[config.mk]
export PLATFORM = sky130hd
export DESIGN_NAME = bnf_grammar_lexer
export DESIGN_NICKNAME = d
export VERILOG_FILES = /design/src/rtl/bgl_pkg.sv /design/src/rtl/bnf_grammar_lexer.sv /design/src/rtl/bgl_front.sv /design/src/rtl/bgl_queue.sv /design/src/rtl/bgl_back.sv
export VERILOG_INCLUDE_DIRS = /design/src /design/src/rtl
export SDC_FILE = /design/constraint.sdc
export NUM_CORES = 1
export LEC_CHECK = 0
export ABC_AREA = 1
export BUFFER_PORTS_ARGS = -buffer_cell sky130_fd_sc_hd__buf_4
export CAP_MARGIN = 20
export CORE_ASPECT_RATIO = 0.8
export CORE_UTILIZATION = 35
export CTS_CLUSTER_SIZE = 24
export DETAILED_ROUTE_END_ITERATION = 10
export GPL_ROUTABILITY_DRIVEN = 1
export GPL_TIMING_DRIVEN = 0
export SLEW_MARGIN = 20
export SYNTH_ARGS = -nofsm -noshare
export SYNTH_HDL_FRONTEND = slang
export SYNTH_HIERARCHICAL = 1
export SYNTH_SLANG_ARGS = --single-unit
[constraint.sdc]
create_clock -name clk -period 9 [get_ports clk]
set_input_delay 1.8 -clock clk [delete_from_list [all_inputs] [get_ports clk]]
set_output_delay 1.8 -clock clk [all_outputs]
set_load 0.02 [all_outputs]
[src/rtl/assert_macros.svh]
// Assertion macros used by the RTL top level of the grammar lexer.
`ifndef ASSERT_MACROS_SVH
`define ASSERT_MACROS_SVH

// The consequent must hold in the same cycle as the antecedent.
`define BGL_ASSERT_IMP(lbl, ante, cons) \
  lbl: assert property (@(posedge clk) disable iff (rst) (ante) |-> (cons)) \
    else $error("lexer assertion failed");

// The expression must never be true outside reset.
`define BGL_ASSERT_NEVER(lbl, expr) \
  lbl: assert property (@(posedge clk) disable iff (rst) !(expr)) \
    else $error("lexer assertion failed");

`endif

[src/rtl/bgl_pkg.sv]
// Shared types and constants of the grammar lexer.
package bgl_pkg;

  // Token kinds carried on every result transaction.
  localparam logic [3:0] KIND_END      = 4'd0;
  localparam logic [3:0] KIND_SYMBOL   = 4'd1;
  localparam logic [3:0] KIND_TERMINAL = 4'd2;
  localparam logic [3:0] KIND_ELLIPSIS = 4'd3;
  localparam logic [3:0] KIND_HEX      = 4'd4;
  localparam logic [3:0] KIND_LBRACE   = 4'd5;
  localparam logic [3:0] KIND_RBRACE   = 4'd6;
  localparam logic [3:0] KIND_LBRACKET = 4'd7;
  localparam logic [3:0] KIND_RBRACKET = 4'd8;
  localparam logic [3:0] KIND_LPAREN   = 4'd9;
  localparam logic [3:0] KIND_RPAREN   = 4'd10;
  localparam logic [3:0] KIND_CARET    = 4'd11;
  localparam logic [3:0] KIND_BAR      = 4'd12;
  localparam logic [3:0] KIND_WORD     = 4'd13;

  localparam logic [7:0] CH_DOT  = 8'h2E;
  localparam logic [7:0] CH_ZERO = 8'h30;

  // Most results a single input item can cause.
  localparam int MAX_RESULTS = 6;

  // Entries in the queue between the front end and the sequencer.
  localparam int Q_DEPTH = 4;
  localparam int Q_AW    = $clog2(Q_DEPTH);

  typedef logic [Q_AW-1:0] q_ptr_t;
  typedef logic [Q_AW:0]   q_count_t;

  typedef enum logic [2:0] {
    MODE_IDLE,
    MODE_SYMBOL,
    MODE_TERMINAL,
    MODE_DOT1,
    MODE_DOT2,
    MODE_ZERO,
    MODE_HEX,
    MODE_WORD
  } scan_mode_t;

  typedef struct packed {
    logic [7:0] char_code;
    logic       end_of_input;
  } in_item_t;

  typedef struct packed {
    logic [3:0] token_kind;
    logic [7:0] char_value;
    logic       has_char;
    logic       token_last;
    logic       last_of_run;
  } out_item_t;

  // Character class flags worked out by the front end.
  typedef struct packed {
    logic       space_tab;
    logic       ws_other;
    logic       lt;
    logic       gt;
    logic       squote;
    logic       dquote;
    logic       dot;
    logic       zero;
    logic       x_letter;
    logic       hex_digit;
    logic [3:0] punct;
  } char_class_t;

  typedef struct packed {
    logic [7:0]  char_code;
    logic        end_of_input;
    char_class_t cls;
  } q_item_t;

  typedef struct packed {
    logic empty;
    logic full;
  } q_status_t;

endpackage

[src/rtl/bnf_grammar_lexer.sv]
// Grammar text lexer top level: front end, queue and token sequencer.
//
// The lexer takes grammar text one byte per input transaction and returns each
// token as a run of value-character transactions closed by an end-marker
// transaction that carries the token kind (symbols in angle brackets, quoted
// terminals, the three-dot ellipsis, 0x hex literals, the eight punctuators
// and plain words); an end_of_input transaction closes any open token and
// yields an END token, after which a new text may follow. Input bytes are
// classified in a front register and placed in a four-entry queue; the
// sequencer behind it takes one queued character per cycle while no earlier
// burst is left to play out, computes its whole burst of zero to six
// results at once, and plays that burst out through the output register
// one result per cycle unless the output is stalled. It takes the next
// character as the final result of the current burst moves out; typical
// text gives one or two results per byte. An accepted input passes the
// front register, the queue, the burst store and the output register before
// its first result appears. The input side keeps accepting while results
// wait on a stalled output until the queue and front register are full.
module bnf_grammar_lexer (
  input  logic               clk,
  input  logic               rst,
  input  logic               in_valid,
  output logic               in_stall,
  input  bgl_pkg::in_item_t  in_data,
  output logic               out_valid,
  input  logic               out_stall,
  output bgl_pkg::out_item_t out_data
);
  import bgl_pkg::*;

  `include "assert_macros.svh"

  logic      push;
  q_item_t   push_data;
  logic      pop;
  q_item_t   head;
  q_status_t q_stat;

  bgl_front u_front (
    .clk       (clk),
    .rst       (rst),
    .in_valid  (in_valid),
    .in_stall  (in_stall),
    .in_data   (in_data),
    .q_stat    (q_stat),
    .push      (push),
    .push_data (push_data)
  );

  bgl_queue u_queue (
    .clk       (clk),
    .rst       (rst),
    .push      (push),
    .push_data (push_data),
    .pop       (pop),
    .head      (head),
    .stat      (q_stat)
  );

  bgl_back u_back (
    .clk       (clk),
    .rst       (rst),
    .head      (head),
    .q_stat    (q_stat),
    .pop       (pop),
    .out_valid (out_valid),
    .out_stall (out_stall),
    .out_data  (out_data)
  );

  // A result without a character is always the marker that closes a token.
  `BGL_ASSERT_IMP(a_marker_closes, out_valid && !out_data.has_char, out_data.token_last)
  // The END token is a bare marker and always ends its transaction burst.
  `BGL_ASSERT_IMP(a_end_last, out_valid && (out_data.token_kind == KIND_END),
                  !out_data.has_char && out_data.last_of_run)
  // The queue cannot report empty and full together.
  `BGL_ASSERT_NEVER(a_queue_status, q_stat.empty && q_stat.full)

endmodule

[src/rtl/bgl_front.sv]
// Input stage: accepts text characters and classifies them into a register.
module bgl_front (
  input  logic               clk,
  input  logic               rst,
  input  logic               in_valid,
  output logic               in_stall,
  input  bgl_pkg::in_item_t  in_data,
  input  bgl_pkg::q_status_t q_stat,
  output logic               push,
  output bgl_pkg::q_item_t   push_data
);
  import bgl_pkg::*;

  logic        hold_valid;
  q_item_t     hold;
  char_class_t cls_next;

  function automatic logic [3:0] punct_kind(input logic [7:0] c);
    case (c)
      8'h7B:   punct_kind = KIND_LBRACE;
      8'h7D:   punct_kind = KIND_RBRACE;
      8'h5B:   punct_kind = KIND_LBRACKET;
      8'h5D:   punct_kind = KIND_RBRACKET;
      8'h28:   punct_kind = KIND_LPAREN;
      8'h29:   punct_kind = KIND_RPAREN;
      8'h5E:   punct_kind = KIND_CARET;
      8'h7C:   punct_kind = KIND_BAR;
      default: punct_kind = KIND_END;
    endcase
  endfunction

  always_comb begin
    cls_next.space_tab = (in_data.char_code == 8'h20) || (in_data.char_code == 8'h09);
    cls_next.ws_other  = in_data.char_code inside {[8'h0A:8'h0D]};
    cls_next.lt        = in_data.char_code == 8'h3C;
    cls_next.gt        = in_data.char_code == 8'h3E;
    cls_next.squote    = in_data.char_code == 8'h27;
    cls_next.dquote    = in_data.char_code == 8'h22;
    cls_next.dot       = in_data.char_code == CH_DOT;
    cls_next.zero      = in_data.char_code == CH_ZERO;
    cls_next.x_letter  = (in_data.char_code == 8'h78) || (in_data.char_code == 8'h58);
    cls_next.hex_digit = in_data.char_code inside {[8'h30:8'h39], [8'h61:8'h66],
                                                   [8'h41:8'h46]};
    cls_next.punct     = punct_kind(in_data.char_code);
  end

  assign push      = hold_valid && !q_stat.full;
  assign in_stall  = hold_valid && q_stat.full;
  assign push_data = hold;

  always_ff @(posedge clk) begin
    if (rst) begin
      hold_valid <= 1'b0;
    end else if (in_valid && !in_stall) begin
      hold_valid <= 1'b1;
    end else if (push) begin
      hold_valid <= 1'b0;
    end
  end

  always_ff @(posedge clk) begin
    if (in_valid && !in_stall) begin
      hold.char_code    <= in_data.char_code;
      hold.end_of_input <= in_data.end_of_input;
      hold.cls          <= cls_next;
    end
  end

endmodule

[src/rtl/bgl_queue.sv]
// Four-entry queue between the classifying front end and the token sequencer.
module bgl_queue (
  input  logic               clk,
  input  logic               rst,
  input  logic               push,
  input  bgl_pkg::q_item_t   push_data,
  input  logic               pop,
  output bgl_pkg::q_item_t   head,
  output bgl_pkg::q_status_t stat
);
  import bgl_pkg::*;

  q_item_t  mem [Q_DEPTH];
  q_ptr_t   wr_ptr;
  q_ptr_t   rd_ptr;
  q_count_t count;

  assign head       = mem[rd_ptr];
  assign stat.empty = count == '0;
  assign stat.full  = count == q_count_t'(Q_DEPTH);

  always_ff @(posedge clk) begin
    if (push) begin
      mem[wr_ptr] <= push_data;
    end
  end

  always_ff @(posedge clk) begin
    if (rst) begin
      wr_ptr <= '0;
      rd_ptr <= '0;
      count  <= '0;
    end else begin
      if (push) begin
        wr_ptr <= wr_ptr + q_ptr_t'(1);
      end
      if (pop) begin
        rd_ptr <= rd_ptr + q_ptr_t'(1);
      end
      case ({push, pop})
        2'b10:   count <= count + q_count_t'(1);
        2'b01:   count <= count - q_count_t'(1);
        default: count <= count;
      endcase
    end
  end

endmodule

[src/rtl/bgl_back.sv]
// Token sequencer: turns one classified character into its burst of results.
module bgl_back (
  input  logic                clk,
  input  logic                rst,
  input  bgl_pkg::q_item_t    head,
  input  bgl_pkg::q_status_t  q_stat,
  output logic                pop,
  output logic                out_valid,
  input  logic                out_stall,
  output bgl_pkg::out_item_t  out_data
);
  import bgl_pkg::*;

  scan_mode_t  mode;
  scan_mode_t  mode_next;
  logic        dq;
  logic        dq_next;
  logic        use_ts;
  out_item_t   burst [MAX_RESULTS];
  logic [2:0]  rem;
  logic [2:0]  idx;
  logic        move;

  out_item_t   pre [4];
  logic [2:0]  pn;
  out_item_t   tl [2];
  logic [1:0]  tn;
  out_item_t   res [MAX_RESULTS];
  logic [2:0]  n;

  out_item_t   ts_it [2];
  logic [1:0]  ts_n;
  scan_mode_t  ts_mode;
  logic        stops;
  char_class_t cl;
  logic [7:0]  c;

  function automatic out_item_t mk(input logic [3:0] kind, input logic [7:0] ch,
                                   input logic has, input logic last);
    out_item_t r;
    r.token_kind  = kind;
    r.char_value  = ch;
    r.has_char    = has;
    r.token_last  = last;
    r.last_of_run = 1'b0;
    return r;
  endfunction

  assign cl    = head.cls;
  assign c     = head.char_code;
  assign stops = cl.space_tab || cl.ws_other || (cl.punct != KIND_END) || cl.dot;

  // What a character does when it opens a new token.
  always_comb begin
    ts_it[0] = mk(KIND_WORD, c, 1'b1, 1'b0);
    ts_it[1] = mk(KIND_WORD, 8'h00, 1'b0, 1'b1);
    ts_n     = 2'd0;
    ts_mode  = MODE_IDLE;
    if (cl.space_tab) begin
      ts_n = 2'd0;
    end else if (cl.lt) begin
      ts_it[0] = mk(KIND_SYMBOL, c, 1'b1, 1'b0);
      ts_n     = 2'd1;
      ts_mode  = MODE_SYMBOL;
    end else if (cl.squote || cl.dquote) begin
      ts_mode = MODE_TERMINAL;
    end else if (cl.dot) begin
      ts_mode = MODE_DOT1;
    end else if (cl.zero) begin
      ts_mode = MODE_ZERO;
    end else if (cl.punct != KIND_END) begin
      ts_it[0] = mk(cl.punct, c, 1'b1, 1'b0);
      ts_it[1] = mk(cl.punct, 8'h00, 1'b0, 1'b1);
      ts_n     = 2'd2;
    end else if (cl.ws_other) begin
      ts_n = 2'd2;
    end else begin
      ts_n    = 2'd1;
      ts_mode = MODE_WORD;
    end
  end

  // Next scan mode, and whether the character also opens a new token.
  always_comb begin
    use_ts    = 1'b0;
    mode_next = mode;
    dq_next   = dq;
    if (head.end_of_input) begin
      mode_next = MODE_IDLE;
      dq_next   = 1'b0;
    end else begin
      case (mode)
        MODE_SYMBOL: begin
          if (cl.gt) begin
            mode_next = MODE_IDLE;
          end
        end
        MODE_TERMINAL: begin
          if ((dq && cl.dquote) || (!dq && cl.squote)) begin
            mode_next = MODE_IDLE;
          end
        end
        MODE_DOT1: begin
          if (cl.dot) begin
            mode_next = MODE_DOT2;
          end else begin
            use_ts = 1'b1;
          end
        end
        MODE_DOT2: begin
          if (cl.dot) begin
            mode_next = MODE_IDLE;
          end else begin
            use_ts = 1'b1;
          end
        end
        MODE_ZERO: begin
          if (cl.x_letter) begin
            mode_next = MODE_HEX;
          end else if (stops) begin
            use_ts = 1'b1;
          end else begin
            mode_next = MODE_WORD;
          end
        end
        MODE_HEX: begin
          if (!cl.hex_digit) begin
            use_ts = 1'b1;
          end
        end
        MODE_WORD: begin
          if (stops) begin
            use_ts = 1'b1;
          end
        end
        default: use_ts = 1'b1;
      endcase
      if (use_ts) begin
        mode_next = ts_mode;
        if (cl.squote || cl.dquote) begin
          dq_next = cl.dquote;
        end
      end
    end
  end

  // Results owed to the current mode, then the tail from a token start or END.
  always_comb begin
    pre[0]    = mk(KIND_WORD, CH_DOT, 1'b1, 1'b0);
    pre[1]    = mk(KIND_WORD, 8'h00, 1'b0, 1'b1);
    pre[2]    = mk(KIND_WORD, CH_DOT, 1'b1, 1'b0);
    pre[3]    = mk(KIND_WORD, 8'h00, 1'b0, 1'b1);
    pn        = 3'd0;
    tl[0]     = mk(KIND_END, 8'h00, 1'b0, 1'b1);
    tl[1]     = mk(KIND_END, 8'h00, 1'b0, 1'b1);
    tn        = 2'd0;
    if (head.end_of_input) begin
      case (mode)
        MODE_SYMBOL: begin
          pre[0] = mk(KIND_SYMBOL, 8'h00, 1'b0, 1'b1);
          pn     = 3'd1;
        end
        MODE_TERMINAL: begin
          pre[0] = mk(KIND_TERMINAL, 8'h00, 1'b0, 1'b1);
          pn     = 3'd1;
        end
        MODE_DOT1: pn = 3'd2;
        MODE_DOT2: pn = 3'd4;
        MODE_ZERO: begin
          pre[0] = mk(KIND_WORD, CH_ZERO, 1'b1, 1'b0);
          pn     = 3'd2;
        end
        MODE_HEX: begin
          pre[0] = mk(KIND_HEX, 8'h00, 1'b0, 1'b1);
          pn     = 3'd1;
        end
        MODE_WORD: begin
          pre[0] = mk(KIND_WORD, 8'h00, 1'b0, 1'b1);
          pn     = 3'd1;
        end
        default: pn = 3'd0;
      endcase
      tn = 2'd1;
    end else begin
      case (mode)
        MODE_SYMBOL: begin
          pre[0] = mk(KIND_SYMBOL, c, 1'b1, 1'b0);
          pre[1] = mk(KIND_SYMBOL, 8'h00, 1'b0, 1'b1);
          if (cl.gt) begin
            pn = 3'd2;
          end else begin
            pn = 3'd1;
          end
        end
        MODE_TERMINAL: begin
          if ((dq && cl.dquote) || (!dq && cl.squote)) begin
            pre[0] = mk(KIND_TERMINAL, 8'h00, 1'b0, 1'b1);
          end else begin
            pre[0] = mk(KIND_TERMINAL, c, 1'b1, 1'b0);
          end
          pn = 3'd1;
        end
        MODE_DOT1: begin
          if (!cl.dot) begin
            pn = 3'd2;
          end
        end
        MODE_DOT2: begin
          if (cl.dot) begin
            pre[0] = mk(KIND_ELLIPSIS, CH_DOT, 1'b1, 1'b0);
            pre[1] = mk(KIND_ELLIPSIS, CH_DOT, 1'b1, 1'b0);
            pre[2] = mk(KIND_ELLIPSIS, CH_DOT, 1'b1, 1'b0);
            pre[3] = mk(KIND_ELLIPSIS, 8'h00, 1'b0, 1'b1);
          end
          pn = 3'd4;
        end
        MODE_ZERO: begin
          if (cl.x_letter) begin
            pre[0] = mk(KIND_HEX, CH_ZERO, 1'b1, 1'b0);
            pre[1] = mk(KIND_HEX, c, 1'b1, 1'b0);
          end else begin
            pre[0] = mk(KIND_WORD, CH_ZERO, 1'b1, 1'b0);
            if (!stops) begin
              pre[1] = mk(KIND_WORD, c, 1'b1, 1'b0);
            end
          end
          pn = 3'd2;
        end
        MODE_HEX: begin
          if (cl.hex_digit) begin
            pre[0] = mk(KIND_HEX, c, 1'b1, 1'b0);
          end else begin
            pre[0] = mk(KIND_HEX, 8'h00, 1'b0, 1'b1);
          end
          pn = 3'd1;
        end
        MODE_WORD: begin
          if (stops) begin
            pre[0] = mk(KIND_WORD, 8'h00, 1'b0, 1'b1);
          end else begin
            pre[0] = mk(KIND_WORD, c, 1'b1, 1'b0);
          end
          pn = 3'd1;
        end
        default: pn = 3'd0;
      endcase
      if (use_ts) begin
        tl[0] = ts_it[0];
        tl[1] = ts_it[1];
        tn    = ts_n;
      end
    end
  end

  // Join the two parts and flag the final result of the burst.
  always_comb begin
    logic [2:0] j;
    n = pn + {1'b0, tn};
    for (int i = 0; i < MAX_RESULTS; i++) begin
      j = 3'(i) - pn;
      if (3'(i) < pn) begin
        res[i] = pre[i[1:0]];
      end else begin
        res[i] = tl[j[0]];
      end
      res[i].last_of_run = (3'(i) == n - 3'd1);
    end
  end

  assign move = (rem != 3'd0) && (!out_valid || !out_stall);
  assign pop  = !q_stat.empty && ((rem == 3'd0) || ((rem == 3'd1) && move));

  always_ff @(posedge clk) begin
    if (rst) begin
      mode      <= MODE_IDLE;
      dq        <= 1'b0;
      rem       <= '0;
      idx       <= '0;
      out_valid <= 1'b0;
    end else begin
      if (pop) begin
        mode <= mode_next;
        dq   <= dq_next;
        rem  <= n;
        idx  <= '0;
      end else if (move) begin
        rem <= rem - 3'd1;
        idx <= idx + 3'd1;
      end
      if (move) begin
        out_valid <= 1'b1;
      end else if (!out_stall) begin
        out_valid <= 1'b0;
      end
    end
  end

  always_ff @(posedge clk) begin
    if (pop) begin
      for (int i = 0; i < MAX_RESULTS; i++) begin
        burst[i] <= res[i];
      end
    end
    if (move) begin
      out_data <= burst[idx];
    end
  end

endmodule
# [Word-level counts from Yosys, hierarchy flattened]
# Memory sizes are Yosys's and may differ from the RTL's. A register that Yosys moved wholly into a read port is not among the register bits.
# Index checks and enable logic that the tools add are counted.
[classes] add_sub_neg=14 n_lt_le_gt_ge=20 eq_ne=40 mux=98 bitwise_logic=6 reduce_logical=47
[op_table] operator="$mux 15" count=27
[op_table] operator="$mux 30" count=9
[op_table] operator="$pmux 15 s6" count=1
[op_table] operator="$pmux 15 s5" count=1
[op_table] operator="$eq 8x6->1 const B" count=9
[op_table] operator="$eq 8x7->1 const B" count=8
[op_table] operator="$mux 60" count=1
[op_table] operator="$mux 3" count=18
[op_table] operator="$mux 45" count=1
[op_table] operator="$pmux 15 s3" count=1
[op_table] operator="$mux 11" count=3
[op_table] operator="$pmux 4 s8" count=1
[op_table] operator="$pmux 3 s5" count=2
[op_table] operator="$mux 2" count=13
[op_table] operator="$mux 1" count=17
[op_table] operator="$ge 8x7->1 const B" count=2
[op_table] operator="$le 8x7->1 const B" count=2
[op_table] operator="$eq 3x3->1 const B" count=5
[op_table] operator="$ge 2x2->1 const B" count=6
[op_table] operator="$logic_and 1x1->1" count=12
[op_table] operator="$ne 4x3->1 const B" count=3
[op_table] operator="$not 1->2" count=6
[op_table] operator="$reduce_bool 2->1" count=5
[op_table] operator="$logic_not 3->1" count=3
[op_table] operator="other kinds (36)" count=69
[totals] register_bits=42 ramBits=182 input_bits=13 out_inout_bits=17 word_cells=249 memories=2
[mem_list] memory="u_queue.mem" words=4 width=23 rd=1 rd_clocked_by_memory_dff=1 wr=1 line="bgl_queue.sv:13" text="q_item_t mem [Q_DEPTH];"
[mem_list] memory="u_back.burst" words=6 width=15 rd=1 rd_clocked_by_memory_dff=1 wr=6 line="bgl_back.sv:19" text="out_item_t burst [MAX_RESULTS];"

# [Longest topological paths before layout]
# Gate-level depths: netlist (run 1).
[depth] ltp_word=14 ltp_mapped=20 ltp_nobuf=18

# [Modules after synthesis]
# The synthesis (run 1) kept the hierarchy.
[by_module_without_submodules] mod="bgl_back" instances=1 cells_each=631 area_per_inst_um2=5926.9 seq_area_each_um2=3373.2
[by_module_without_submodules] mod="bgl_queue" instances=1 cells_each=280 area_per_inst_um2=4184.0 seq_area_each_um2=2942.8
[by_module_without_submodules] mod="bgl_front" instances=1 cells_each=99 area_per_inst_um2=1058.5 seq_area_each_um2=710.7

# [Worst setup path after synthesis (run 1)]
# OpenSTA, ideal clock, no wires.
[synth_timing] kind="in2reg" startpoint="in out_stall" endpoint="reg u_queue.count[2]" setup_time_ns=0.110 t_arrival_ns=7.909 required_time_ns=8.890 setup_slack_ns=0.981 path_stages=12 n_path_buf=0 path_cell_list="nand2_1 -> nand2_1 -> a21boi_1 -> ha_1 -> inv_1 -> fa_1 -> inv_1 -> nand2_1 -> nand3_1 -> nand2_1 -> inv_1 -> nor2_1"
[synth_between] elab_chain_len=8 elab_cells_between_ends=10 cone_classes="eq/ne: 2; mux: 1; reduce/logical: 7"
[synth_lines] element="from (decl)" line="bnf_grammar_lexer.sv:26" text="input logic out_stall,"
[synth_lines] element="$logic_not 1->1 *" line="bgl_back.sv:270" text="assign move = (rem != 3'd0) && (!out_valid || !out_stall);"
[synth_lines] element="$logic_or 1x1->1 *" line="bgl_back.sv:270"
[synth_lines] element="$logic_and 1x1->1 *" line="bgl_back.sv:270"
[synth_lines] element="$logic_and 1x1->1 *" line="bgl_back.sv:271" text="assign pop = !q_stat.empty && ((rem == 3'd0) || ((rem == 3'd1) && move));"
[synth_lines] element="$logic_or 1x1->1 *" line="bgl_back.sv:271"
[synth_lines] element="$logic_and 1x1->1 *" line="bgl_back.sv:271"
[synth_lines] element="via pop" line="bnf_grammar_lexer.sv:35" text="logic pop;"
[synth_lines] element="$eq 2x1->1 / $eq 2x2->1 (equally long branches)" line="bgl_queue.sv:40" text="case ({push, pop})"
[synth_lines] element="$pmux 3 s2 / $reduce_bool 2->1 (equally long branches)"
[synth_lines] element="to (signal assigned)" line="bgl_queue.sv:41" text="2'b10: count <= count + q_count_t'(1);"
[synth_lines] element="to (signal assigned)" line="bgl_queue.sv:42" text="2'b01: count <= count - q_count_t'(1);"
[synth_lines] element="to (signal assigned)" line="bgl_queue.sv:43" text="default: count <= count;"
[synth_lines] element="to (decl)" line="bgl_queue.sv:16" text="q_count_t count;"
# The timed path passes the listed nets; every way through them passes the cells marked *.
# A chain may end at the register's enable or synchronous reset.

==> flow_summary.yaml, run 1 <==
status:
  status: "finished, final reports clean"
clock_network:
  cts_hold_buf: 0
  cts_buffer_depth: 3
  clk_latency_ns: 0.52
  cts_resized: 0
  clk_pin_slew_ns: 0.06
  htree_levels: 1
  cts-buffers-inserted: 24
  cts-root-buf: "clkbuf_16"
  cts.sinks: 241
  cts_tree: "yes"
  cts_setup_buffers: 0
grt:
  grt_pass1_vias: 7437
  grt_antenna_before_repair: 0
  grt_pass1_wl_mm: 42.3
  grt_max_degree: 25
  use_met1_pct: 23.6
  grt_util_all_layers_pct: 16.6
  grt-ovfl-total: 0
  grt_busiest_layer: "met2"
  grtUsageMet2_pct: 26.9
  gr-usage-met3_pct: 2.23
setup_path:
  reg2reg_setup_slack_ns: 5.27
  worstPathArrival_ns: 4.08
  startpoint_type: "register"
  cp-end-kind: "register"
  reg2reg_to: "u_back/burst[3][0]$_DFFE_PP_"
  crit_required_ns: 9.35
  reg2regPathDepth: 16
  path_class: "reg2reg"
  path_max_fanout: 10
flow_run:
  maxCapViolations: 0
power:
  clkPwrFrac_pct: 20.6
  power.internal_mw: 2.76
  p_total_mw: 4.45
  max-vdd-ir-drop_mv: 0.169
  combPwrFrac_pct: 38.7
  seq_power_share_pct: 40.7
  p_sw_share_pct: 37.9
  power_density_mw_per_mm2: 349
  p_leak_nw: 4.84
  p_sw_mw: 1.68
placed_design:
  dp.cells: 1465
  gp_congestion: 0.861
  dp_hpwl_mm: 18.4
  port_buffers: 29
  place_area_mm2: 0.0120
  post-place-ws_ns: 5.30
logic_synthesis:
  netlist_area_mm2: 0.0112
  yosysSeqAreaShare_pct: 62.9
  synth_top_cell_by_area: "edfxtp_1"
  syn_inst: 1010
  ys_ff_latch: 241
  avgSynthCellArea_um2: 11.1
  synth_common_cells: "edfxtp_1 (220), nand2_1 (169), nor2_1 (116)"
  syn_nets: 1035
  ys_warn_count: 6
  synth_flop_cell: "edfxtp_1"
  ys_types: 50
  synth-edff-count: 220
  synth_area_leaders: "edfxtp_1 (59%), nand2_1 (5.7%), nor2_1 (3.9%)"
  yosysMostFrequentCell: "edfxtp_1"
  synth_async_sr_flop_share_pct: 0
  yosysTopAreaCellShare_pct: 59.1
routing:
  num_vias: 7587
  initialDrtViolationCount: 658
  viasPerCell: 5.03
  drcViolationCount: 0
  antenna_left: 0
  wl_per_cell_um: 17.7
  drt-pass1-iter-count: 5
  drt_wl_total_mm: 26.6
worst_hold_path:
  hold_class: "reg2reg"
  min_path_cells: 1
  min_from: "u_queue/rd_ptr[1]$_SDFFE_PP0P_"
floorplan:
  die_area_mm2: 0.0326
  start_util_pct: 35.5
  die_w_um: 202
  die_y_um: 162
  core_mm2: 0.0314
  num_io_pins: 30
  num_rows: 58
sta:
  rsz0062_at_grt: "no"
  setup_ws_ns: 5.27
  fin_crit_sh_pct: 41.4
  fin_tns_setup_ns: 0
  slew_violations: 0
  fmax_ghz: 0.268
  final.setup_skew_ns: 0.00969
  worst_slew_pin_slew_ns: 1.08
  hold_violations: 0
  timing.max_slew.rel_slack_pct: 27.9
  period_needed_ns: 3.73
  setup_viol: 0
cells_and_area:
  nNetsFinal: 1097
  drive_gt1_share_pct: 17.5
  fillers: 3009
  fin_cells: 1508
  insertedDiodeCount: 0
  final_area_mm2: 0.0128
  syn2layout_area_growth_pct: 14.2
worst max path at each step:
stage,end,cells after the start,startpoint,slack [ns]
finish,u_back/burst[3][0]$_DFFE_PP_,16,register,5.27
global route,u_back/burst[3][0]$_DFFE_PP_,16,register,5.01
CTS,u_back/burst[3][0]$_DFFE_PP_,16,register,5.28
detailed placement,u_back/burst[3][0]$_DFFE_PP_,16,register,5.30
global placement,u_queue/count[2]$_SDFFE_PP0P_,13,out_stall,-1.24
floorplan,u_queue/count[2]$_SDFFE_PP0P_,12,out_stall,0.98
metal layers:
layer	vias up	wire [um]	part of all wire [%]
li1	3675	-	-
met1	3628	12200	46
met2	245	12300	46
met3	39	1620	6.1
met4	0	498	1.9
met5	-	0	0
registers in the layout, summed over array words and instances (netlist names), named ones only:
signal              cells
u_back/dq               1
u_queue/mem            92
u_back/burst           90
u_back/rem              3
u_front/push_data      23
u_back/out_valid        1
u_queue/count           3
u_back/out_data        15
u_front/hold_valid      1
u_queue/wr_ptr          2
u_back/idx              3
u_queue/rd_ptr          2
u_back/mode             3
layout by cell type (no fill, tap or decap), drive strengths merged:
cell type / n
nor4: 5
clkinv: 12
dfxtp: 21
o31ai: 2
o21ai: 103
inv: 97
buf: 55
or2: 2
fa: 2
xnor2: 1
edfxtp: 220
a21boi: 1
ha: 10
a21oi: 38
xor2: 2
nor3: 13
o211ai: 2
dlymetal6s2s: 1
o2111ai: 2
nor2: 151
a31oi: 2
a41oi: 1
nand2: 182
clkinvlp: 2
clkbuf: 46
nand3b: 1
nand4: 15
a32o: 15
o21bai: 1
o22ai: 38
nand3: 43
a211oi: 2
cell type report:
type | instances | area, um^2 | area share, %
flip-flops and latches | 241 | 7030 | 55.1
multi-input cells | 634 | 3500 | 27.4
clock buffers | 29 | 641 | 5.02
well taps | 420 | 526 | 4.12
inverters | 98 | 380 | 2.98
repair buffers | 36 | 340 | 2.67
plain buffers | 37 | 283 | 2.22
clock inverters | 13 | 65.1 | 0.510
worst max-delay path: stages, from the launching register on:
cell and delay, ns:
dfxtp_1 0.33, buf_6 0.19, inv_12 0.07, buf_12 0.15, nor2_4 0.08, o22ai_2 0.08
buf_2 0.20, inv_1 0.22, buf_2 0.30, buf_1 0.43, o31ai_1 0.18, ha_1 0.23
fa_1 0.37, or2_2 0.30, nand2_1 0.16, inv_1 0.09, nor3_1 0.15
power groups by stage:
stage	sequential (mW)	clock (mW)	combinational [mW]
global route	1.84	0.979	1.90
global placement	1.90	0	1.61
finish	1.81	0.915	1.72
detailed placement	1.84	0	1.71
floorplan	1.90	0	1.11
CTS	1.81	0.941	1.72
cell families (layout without fill, tap and decap cells):
| kind of cell | Yosys count | after routing | synth area share, % |
|---|---|---|---|
| compound gates | 207 | 207 | 12.4 |
| xor+xnor | 3 | 3 | 0.235 |
| fa+ha+maj | 12 | 12 | 1.48 |
| buf+inv | 135 | 213 | 5.94 |
| flops | 241 | 241 | 62.9 |
| simple gates | 412 | 412 | 17.0 |
stage by stage:
step / utilization, % / hold WS, ns
5_1_grt: 40.6 / 0.462
3_3_place_gp: 37.9 / 0.427
4_1_cts: 40.6 / 0.436
3_5_place_dp: 38.3 / 0.425
2_1_floorplan: - / 0.412
6_report: 40.6 / 0.435
(Power assumes the default switching activity.)
==> run 2, diff against run 1 <==
- clock period: 9 -> 3.32 ns (I/O delays scaled with it)
==> run 2 against run 1 <==
Final cell count increased by 0.73%. Critical path depth did not move. Utilization rose by 1.1 points. Clock skew is essentially flat. Critical endpoint unchanged. Largest cell class unchanged.
==> flow_summary.yaml, run 2 (same netlist as run 1, synthesis figures left out) <==
status:
  status: "finished, final reports clean"
cells_and_area:
  drive_gt1_share_pct: 20.2
  nNetsFinal: 1106
  largest_register_ffs: 92
  insertedDiodeCount: 0
  final_area_mm2: 0.0131
  final_cell_mix: "edfxtp_1 (220), nand2_1 (166), nor2_1 (109)"
  regMostFlops: "u_queue/mem"
  syn2layout_area_growth_pct: 17.2
  fillers: 2948
  layout_commonest_cell: "edfxtp_1"
placed_design:
  dp_hpwl_mm: 18.1
  gp_congestion: 0.862
  place_area_mm2: 0.0121
  post-place-ws_ns: -0.309
  port_buffers: 29
setup_path:
  worstPathArrival_ns: 3.54
  crit_chain: "buf_8 > buf_8 > o21ai_0 > o22ai_2 > nor2_2 > nand4_1 > nand2_1 > nand3_1 > nor2_4 > o31ai_2 > ha_1 > fa_1 > or2_2 > nand2_2 > inv_1 > nor3_1"
  cpMaxStageDelayCell: "dfxtp_4"
  crit_required_ns: 3.68
  reg2reg_setup_slack_ns: 0.14
  reg2reg_to: "u_back/burst[3][0]$_DFFE_PP_"
  path_max_fanout: 10
  critPathBufInv: 3
  cpPeakStageDelay_ns: 0.37
  critPathTopFamily: "simple AND/OR/NAND/NOR gates"
  startpoint_type: "register"
  reg2regPathDepth: 16
  path_class: "reg2reg"
  cp_common_cell: "buf_8"
  crit_end: "u_back/burst[3][0]$_DFFE_PP_"
  cp-end-kind: "register"
  cp.depth: 16
sta:
  final.setup_skew_ns: 0.00970
  fmax_ghz: 0.314
  period_needed_ns: 3.18
  setup_viol: 0
  whs_ns: 0.322
  fin_tns_setup_ns: 0
  slew_violations: 0
  timing.max_slew.rel_slack_pct: 29.1
  hold_violations: 0
  fin_crit_sh_pct: 95.9
  setup_ws_ns: 0.136
  worst_slew_pin_slew_ns: 1.06
floorplan:
  num_rows: 58
  num_io_pins: 30
  core_mm2: 0.0314
  die_w_um: 202
  die_y_um: 162
  start_util_pct: 35.5
  die_area_mm2: 0.0326
routing:
  drcViolationCount: 0
  initialDrtViolationCount: 637
  num_vias: 7637
  antenna_left: 0
  drt_wl_total_mm: 26.7
  wl_per_cell_um: 17.6
  drt-pass1-iter-count: 5
  viasPerCell: 5.03
power:
  combPwrFrac_pct: 38.8
  max-vdd-ir-drop_mv: 0.422
  power_density_mw_per_mm2: 964
  clkPwrFrac_pct: 22.2
  p_leak_nw: 4.95
  power.internal_mw: 7.98
  seq_power_share_pct: 39.0
  p_sw_mw: 4.64
  p_sw_share_pct: 36.8
grt:
  grt_max_degree: 24
  grt_pass1_wl_mm: 41.9
  grt_pass1_vias: 7396
  grt_antenna_before_repair: 0
  grt-ovfl-total: 0
  grt_util_all_layers_pct: 16.4
clock_network:
  cts_buffer_depth: 3
  cts_tree: "yes"
  cts-root-buf: "clkbuf_16"
  cts-buffers-inserted: 24
  htree_levels: 1
  clk_latency_ns: 0.52
  cts.sinks: 241
  clk_pin_slew_ns: 0.06
flow_run:
  maxCapViolations: 0
worst_hold_path:
  hold_class: "in2reg"
-- run 2: worst min-delay path by stage --
stage	to	startpoint	slack (ns)	depth (start not counted)
CTS	u_front/push_data[14]$_DFFE_PP_	in_data[0]	0.30	1
global route	u_front/push_data[14]$_DFFE_PP_	in_data[0]	0.30	1
global placement	u_queue/rd_ptr[1]$_SDFFE_PP0P_	u_queue/rd_ptr[1]$_SDFFE_PP0P_	0.43	1
finish	u_front/push_data[14]$_DFFE_PP_	in_data[0]	0.32	1
floorplan	register	u_queue/rd_ptr[1]$_SDFFE_PP0P_	0.41	1
detailed placement	register	u_queue/rd_ptr[1]$_SDFFE_PP0P_	0.43	1
-- run 2: per-layer routing --
metal  track usage [%]  share of wire [%]  vias up
li1                  -                  -     3702
met1              23.1                 47     3640
met2              26.7                 45      240
met3              2.19                5.4       55
met4              4.58                2.7        0
met5                 0                  0        -
-- run 2: through the flow --
step	cells	utilization [%]	total power, mW
after floorplan	1010	-	8.09
after global placement	1459	38.0	9.43
after detailed placement	1464	38.5	9.68
after CTS	1512	41.2	12.6
after global routing	1519	41.7	13.4
final	1519	41.7	12.6
-- run 2: timing repair --
action                                 CTS  global route
setup endpoints to repair                8             8
resized for setup                        5            23
cloned                                   0             1
buffers inserted                         5             4
endpoints found under the hold margin    0             0
hold buffers                             0             0
pin swaps                                5             6
-- run 2: worst reg2reg max path, stage by stage (launching register included) --
cell and delay [ns]:
dfxtp_4 0.37, buf_8 0.15, buf_8 0.15, o21ai_0 0.23, o22ai_2 0.16, nor2_2 0.15, nand4_1 0.19, nand2_1 0.11
nand3_1 0.11, nor2_4 0.14, o31ai_2 0.08, ha_1 0.20, fa_1 0.37, or2_2 0.31, nand2_2 0.11, inv_1 0.08
nor3_1 0.13
-- run 2: power groups by stage --
stage / clock network, mW / logic [mW] / registers, mW
CTS: 2.86 / 4.77 / 4.92
global placement: 0 / 4.39 / 5.04
finish: 2.81 / 4.89 / 4.92
floorplan: 0 / 3.03 / 5.06
global route: 2.98 / 5.38 / 5.01
detailed placement: 0 / 4.70 / 4.98
-- run 2: final cells by class --
cell class / count / area, um^2 / area share (%)
flip-flops and latches: 241 / 7030 / 53.7
well taps: 420 / 526 / 4.01
clock buffers: 29 / 641 / 4.89
plain buffers: 36 / 280 / 2.14
multi-input cells: 634 / 3600 / 27.5
inverters: 98 / 380 / 2.91
repair buffers: 46 / 462 / 3.53
clock inverters: 15 / 175 / 1.34
